<file path="src/rtl/core/ilsc_pkg.sv">
// Shared types, operation codes and status codes for the indexed list block.
// No dependencies; every other file in rtl/core imports this package.
`default_nettype none

package ilsc_pkg;

  // Default list capacity in entries.
  localparam int CAPACITY_DEF = 64;

  // Operation selector carried on the input tuser.
  localparam logic [1:0] OP_INSERT = 2'd0;
  localparam logic [1:0] OP_REMOVE = 2'd1;
  localparam logic [1:0] OP_READ   = 2'd2;

  // Result status carried on the output tuser.
  localparam logic [1:0] ST_DONE  = 2'd0;
  localparam logic [1:0] ST_RANGE = 2'd1;
  localparam logic [1:0] ST_FULL  = 2'd2;

  // Per-cycle move applied by every storage cell.
  localparam logic [1:0] CELL_HOLD = 2'd0;
  localparam logic [1:0] CELL_INS  = 2'd1;
  localparam logic [1:0] CELL_REM  = 2'd2;

  // Sign class of an entry.
  localparam logic [1:0] CLS_ZERO = 2'd0;
  localparam logic [1:0] CLS_NEG  = 2'd1;
  localparam logic [1:0] CLS_POS  = 2'd2;

  typedef struct packed {
    logic [1:0]  op;
    logic [31:0] value;
  } cell_ctl_t;

  function automatic logic [1:0] sign_class(input logic [31:0] v);
    logic [1:0] cls;
    if (v == 32'd0) begin
      cls = CLS_ZERO;
    end else if (v[31]) begin
      cls = CLS_NEG;
    end else begin
      cls = CLS_POS;
    end
    return cls;
  endfunction

endpackage

`default_nettype wire

</file>
<file path="src/rtl/core/ilsc_cell.sv">
// One storage cell of the list: holds one slot and moves with its neighbors.
// Depends on ilsc_pkg for the cell control struct and move codes.
`default_nettype none

module ilsc_cell #(
  parameter int CW  = 7,
  parameter int POS = 0
) (
  input  logic              clk,
  input  ilsc_pkg::cell_ctl_t ctl,
  input  logic [CW-1:0]     idx,
  input  logic [31:0]       left_data,
  input  logic [31:0]       right_data,
  output logic [31:0]       data,
  output logic [31:0]       hit_data
);
  import ilsc_pkg::*;

  localparam logic [CW-1:0] MY_POS = CW'(POS);

  logic [31:0] data_next;

  always_comb begin
    data_next = data;
    unique case (ctl.op)
      CELL_INS: begin
        if (MY_POS > idx) begin
          data_next = left_data;
        end else if (MY_POS == idx) begin
          data_next = ctl.value;
        end
      end
      CELL_REM: begin
        if (MY_POS >= idx) begin
          data_next = right_data;
        end
      end
      default: begin
        data_next = data;
      end
    endcase
  end

  always_ff @(posedge clk) begin
    data <= data_next;
  end

  // Only the addressed cell drives its entry onto the gather tree.
  assign hit_data = (MY_POS == idx) ? data : 32'd0;

endmodule

`default_nettype wire

</file>
<file path="config.mk">
export PLATFORM = sky130hd
export DESIGN_NAME = ilsc_cell
export DESIGN_NICKNAME = d
export VERILOG_FILES = /design/src/rtl/core/ilsc_pkg.sv /design/src/rtl/core/ilsc_cell.sv
export SDC_FILE = /design/constraint.sdc
export NUM_CORES = 1
export LEC_CHECK = 0
export CAP_MARGIN = 20
export CORE_UTILIZATION = 40
export CTS_CLUSTER_DIAMETER = 50
export DETAILED_ROUTE_END_ITERATION = 12
export DONT_BUFFER_PORTS = 1
export PLACE_DENSITY_LB_ADDON = 0.2
export SYNTH_ARGS = -nofsm -noshare
export SYNTH_HDL_FRONTEND = slang
export SYNTH_SLANG_ARGS = --single-unit
</file>
<file path="constraint.sdc">
create_clock -name clk -period 4.59 [get_ports clk]
set_input_delay 0.6885 -clock clk [delete_from_list [all_inputs] [get_ports clk]]
set_output_delay 0.6885 -clock clk [all_outputs]
set_load 0.005 [all_outputs]
</file>
# After elaboration in Yosys (flattened, before gate mapping)
# Index checks and enable logic that the tools add are counted.
[totals]
reg_bits = 32
out_inout_bits = 64
input_bits = 106
elab_cells = 15
[op_classes]
n_reduce_logical = 3
n_eq_ne = 4
magnitude_cmp = 2
n_mux = 5
[op_table]
columns = ["cell", "count"]
rows = [
  ["32-bit two-way mux", 4],
  ["32-bit one-hot mux with 2 select lines", 1],
  ["1-bit by 7-bit greater-or-equal comparator with 1-bit output, first input constant", 1],
  ["1-bit by 7-bit > comparator with 1-bit output, first input constant", 1],
  ["7-bit logical NOT", 1],
  ["3-bit inequality test, second input constant", 1],
  ["3-bit AND reduction", 1],
  ["2-bit by 1-bit == test with 1-bit output, second input constant", 1],
  ["2-bit == test, second input constant", 1],
  ["2-bit inequality test, second input constant", 1],
  ["2-bit nonzero test", 1],
]

# Longest topological paths before layout
# Gate-level depths: netlist of run 1.
[depth]
depth_word = 4
ltp_mapped = 4

# Least setup slack after synthesis of run 1
# Ideal clock, no wire load.
[synth_timing]
path_type = "input to register"
startpoint = "input port idx[2]"
endpoint = "register data[0] (enable)"
setup_slack_ns = 0.517
arrival_time_ns = 3.612
required_ns = 4.129
path_stages = 3
path_cell_list = "or4_4 > buf_6 > nor3_1"
[synth_via]
elab_chain_len = 3
word_cells_on_any_way = 6
cone_classes = "order compare (2); eq/ne (2); reduce/logical (2)"
[synth_lines]
columns = ["element", "line", "rtl"]
rows = [
  ["from (decl)", "ilsc_cell.sv:11", "input logic [CW-1:0] idx,"],
  ["1-bit by 7-bit > comparator with 1-bit output, or another cell as far along", "ilsc_cell.sv:27", "if (MY_POS > idx) begin"],
  ["3-bit inequality test (no line) or 2-bit inequality test (tied branches)", "--", ""],
  ["3-bit AND reduction (no line) (*)", "--", ""],
  ["to (signal assigned)", "ilsc_cell.sv:45", "data <= data_next;"],
  ["to (decl)", "ilsc_cell.sv:14", "output logic [31:0] data,"],
]
# Mark *: on every way between the ends. The rest lies on a longest branch, timed or not.
# A chain may end at the register's enable or synchronous reset.

# Worst setup path in the final report of run 1
[layout_timing]
startpoint = "input port idx[3]"
endpoint = "output port hit_data[31]"
[layout_via]
elab_chain_len = 2
[layout_lines]
columns = ["element", "line", "rtl"]
rows = [
  ["7-bit logical NOT", "ilsc_cell.sv:49", "assign hit_data = (MY_POS == idx) ? data : 32'd0;"],
  ["32-bit two-way mux", "ilsc_cell.sv:49", ""],
  ["to (decl)", "ilsc_cell.sv:15", "output logic [31:0] hit_data"],
]
# Every way passes these cells.

==> reports/metrics.cfg, run 1 <==
[layout]
largest_register_ffs=32
area_growth_pct=3.30
design_area_um2=1960
fillers=433
fin_cells=195
drive_above_1_share_pct=51.0
num_antenna_cells=0
mostFrequentLayoutCells=inv_1, edfxtp_1, nor3_2, mux2_2, clkbuf_8
register_area_um2=961
multiInputGateArea_um2=717
final_util_pct=44.1
regMostFlops=data
reg.largest.list=data: 32 flops
final_nets=248

[die]
design.core.area_um2=4440
fp.dieH_um=70.9
num_io_pins=170
die-area_um2=5020
std_cell_rows=24
die_w_um=70.9
initial_core_util_pct=42.7

[cts]
cts_made_buffers=5
tritoncts=built
cts_resized=0
h-tree-depth=2
cts_root_buf=clkbuf_8
clkTransAtPathRegs_ns=0.07
ctsHoldBuffers=0
cts.path.max_buffers=2
cts_sinks=32
cts_setup_buffers=0

[critical_path]
path_cells=or3_2 -> nor3_1
critical_path.top_delay_family=simple AND/OR/NAND/NOR gates
setup.worst_path.class=input pin to output port
worst-path-max-fanout=33
crit_path_top_delay_cell=or3_2
critPathMaxStageDelay_ns=0.86
crit_buf_inv=0
crit_arrival_ns=1.89
required_ns=3.90
startpoint_type=input pin
critPathCaptureType=output port

[pwr]
power_frac_clock_pct=35.2
p_per_area_nw_per_um2=291
p_comb_share_pct=7.7
pwr-share-seq_pct=57.2
switching_share_pct=21.0
switching_power_uw=120
p_int_uw=450
leakage_nw=0.660
peakVddDrop_v=0.000157

[placed_design]
place_congestion=0.688
dp_hpwl_um=2680
portBuffers=0
dpl_cell_area_um2=1880
dp.cells=187

[global_routing]
grt_busiest_layer=met2
met3_usage_pct=6.41
use_met1_pct=16.1
grt_pass1_wl_um=5220
grt_pass1_vias=1062
grt_util_all_layers_pct=14.1
grtUsageMet2_pct=23.2
grt_overflow_total=0
antenna_found_initial=0
grt_max_degree=34

[min_path]
hold_class=input pin to register

[timing]
finalHoldViolCount=0
setup_viol_count_final=0
fmax_mhz=388
tightest_slew_ns=0.920
post-route-min-period_ns=2.58
slew_headroom_pct=38.6
period_share_pct=56.2
tns_ns=0
hold_ws_ns=0.628
rsz0062_at_grt=no
drv_slew=0

[flow_run]
maxCapViolCount=0

[outcome]
status=finished with violations
violations=design-rule violations

[routing]
first_pass_iters=8
wirelength_um=3590
routedWlPerCell_um=18.4
via_per_inst=5.45
drc_errors=18
antenna_left=0
num_vias=1062
drt_iter0_markers=45

[logic_synthesis]
syn-mean-instance-area_um2=13.1
syn-num-nets=251
ys_seq_elements=32
ys_seq_area_share_pct=50.6
syn_inst=145
ys.warnings.count=0
ys_types=14
synth_area_um2=1900

-- power by group through the flow --
stage	logic, mW	clock network, mW	registers (mW)
floorplan	0.0422	0	0.332
global placement	0.0428	0	0.332
detailed placement	0.0446	0	0.332
CTS	0.0448	0.209	0.326
global route	0.0477	0.224	0.326
finish	0.0438	0.200	0.326
-- per-stage QoR --
step	worst slack, ns	total power, mW
2_1_floorplan	0.517	0.374
3_3_place_gp	2.02	0.375
3_5_place_dp	2.00	0.377
4_1_cts	2.00	0.580
5_1_grt	1.95	0.598
6_report	2.01	0.570
-- area by class of cell --
type                    count  area share [%]
clock buffers               5            3.51
clock inverters             3           0.702
inverters                  32            6.13
multi-input cells          69            36.6
flip-flops and latches     32            49.0
well taps                  52            3.32
repair buffers              2           0.766
-- worst paths after layout --
kind,depth (start not counted),start,endpoint,slack [ns]
worst min-delay path,1,ctl[12],data[12],0.63
worst max-delay path,2,idx[3],hit_data[31],2.01
-- metal layers --
layer,vias up,part of all wire (%)
met5,-,0
met4,0,0.70
met3,4,10
met2,76,50
met1,497,39
li1,485,-
-- cell families after synthesis --
kind of cell | Yosys count | synth area share [%]
and+or+nand+nor | 36 | 17.9
muxes | 32 | 19.0
buffers and inverters | 44 | 12.1
xor gates and xnor gates | 1 | 0.462
DFF | 32 | 50.6
-- Yosys cell counts --
master    number  area [um^2]
buf_6          1         11.3
nor3_2        30          300
nor3_1         3         15.0
buf_12         3         60.1
or4_4          1         11.3
inv_1         32          120
nor2b_1        1         6.26
edfxtp_1      32          961
buf_2          6         30.0
or3_1          1         6.26
xnor2_1        1         8.76
mux2_1         2         22.5
clkbuf_1       2         7.51
mux2_2        30          338
Power figures use the tool's default switching activity.
==> run 2, diff against run 1 <==
==> constraint.sdc (replaced) <==
create_clock -name clk -period 2.5 [get_ports clk]
set_input_delay 0.375 -clock clk [delete_from_list [all_inputs] [get_ports clk]]
set_output_delay 0.375 -clock clk [all_outputs]
set_load 0.005 [all_outputs]
==> reports/metrics.cfg, run 2 (synthesis gave the netlist of run 1 again) <==
[pwr]
peakVddDrop_v=0.000321  ; +100%
leakage_nw=0.673  ; +1.9%
p_per_area_nw_per_um2=527  ; +81%

[layout]
area_growth_pct=4.28
design_area_um2=1980  ; +0.96%
drive_above_1_share_pct=50.3  ; -0.70 points
final_nets=250  ; +0.81%
fin_cells=197  ; +1.0%
mostFrequentLayoutCells=inv_1, edfxtp_1, mux2_2, nor3_2, clkbuf_8
largest_register_ffs=32  ; unchanged
regMostFlops=data
num_antenna_cells=0  ; unchanged
reg.largest.list=data: 32 flops

[cts]
cts_made_buffers=5  ; unchanged
h-tree-depth=2  ; unchanged
tritoncts=built
ctsHoldBuffers=0  ; unchanged
cts_root_buf=clkbuf_8
cts_setup_buffers=0  ; unchanged
cts_sinks=32  ; unchanged
cts_resized=0  ; unchanged
clkTransAtPathRegs_ns=0.06  ; about the same
cts.path.max_buffers=2  ; unchanged

[critical_path]
crit_buf_inv=0  ; unchanged
crit_path_top_delay_cell=or4_4
critPathMaxStageDelay_ns=0.79  ; -0.07 ns
path_cells=or4_4 -> nor3_1
critPathCaptureType=output port
setup.worst_path.class=input pin to output port
worst-path-max-fanout=33  ; unchanged
crit_arrival_ns=1.52  ; -0.37 ns
startpoint_type=input pin
required_ns=2.12  ; -1.78 ns
critical_path.top_delay_family=simple AND/OR/NAND/NOR gates

[routing]
wirelength_um=3500  ; -2.6%
drt_iter0_markers=35  ; -22%
via_per_inst=5.41  ; -0.74%
num_vias=1065  ; +0.28%
first_pass_iters=8  ; unchanged
drc_errors=18  ; unchanged
antenna_left=0  ; unchanged
routedWlPerCell_um=17.8  ; -3.6%

[global_routing]
grt_pass1_wl_um=5220  ; +0.13%
grt_pass1_vias=1057  ; -0.47%
grt_util_all_layers_pct=13.9  ; -0.19 points
antenna_found_initial=0  ; unchanged
grt_overflow_total=0  ; unchanged
grt_max_degree=34  ; unchanged

[flow_run]
maxCapViolCount=0  ; unchanged

[timing]
hold_ws_ns=0.307  ; -0.321 ns
slew_headroom_pct=63.6  ; +25 points
tightest_slew_ns=0.545  ; -0.375 ns
rsz0062_at_grt=no
drv_slew=0  ; unchanged
post-route-min-period_ns=1.89
finalHoldViolCount=0  ; unchanged
setup_viol_count_final=0  ; unchanged
period_share_pct=75.7
tns_ns=0  ; unchanged
fmax_mhz=529

[min_path]
hold_class=input pin to register

[die]
num_io_pins=170  ; unchanged
fp.dieH_um=70.9  ; unchanged
design.core.area_um2=4440  ; unchanged
std_cell_rows=24  ; unchanged
die-area_um2=5020  ; unchanged
initial_core_util_pct=42.7  ; unchanged
die_w_um=70.9  ; unchanged

[outcome]
violations=design-rule violations
status=finished with violations

[placed_design]
dpl_cell_area_um2=1900  ; +1.1%
place_congestion=0.614  ; -11%
dp_hpwl_um=2630  ; -1.7%
dp.cells=189  ; +1.1%
portBuffers=0  ; unchanged

[run 2: final cells by class]
class	instances	area [um^2]
inverter	32	120
tap	52	65.1
timing repair buffer	4	30.0
clock inverter	1	3.75
multi-input combinational	69	723
clock buffer	7	76.3
sequential	32	961
fill	430	2460
[run 2: layer usage]
metal  track usage [%]  up-vias  part of all wire, %
met1              13.9      497                   35
li1                  -      491                    -
met3              6.70        2                   11
met2              24.4       75                   53
met5                 0        -                    0
met4              6.22        0                 0.71
[run 2: report_power, final]
group	internal (mW)	total, mW	switching, mW	leakage (nW)
Combinational	0.0424	0.0814	0.0391	0.346
Clock	0.193	0.363	0.170	0.0399
Sequential	0.597	0.599	0.00160	0.288
Total	0.833	1.04	0.210	0.673
[run 2: final timing paths]
path / start / to / slack (ns) / cells past startpoint
min: ctl[5] / data[5] / 0.31 / 1
max: idx[2] / hit_data[0] / 0.61 / 2
[run 2: stage by stage]
stage	worst slack, ns	util [%]	power, mW
6_report	0.608	44.5	1.04
5_1_grt	0.557	44.5	1.09
4_1_cts	0.598	44.5	1.06
3_5_place_dp	0.450	42.7	0.693
3_3_place_gp	0.474	42.7	0.690
2_1_floorplan	0.195	-	0.688
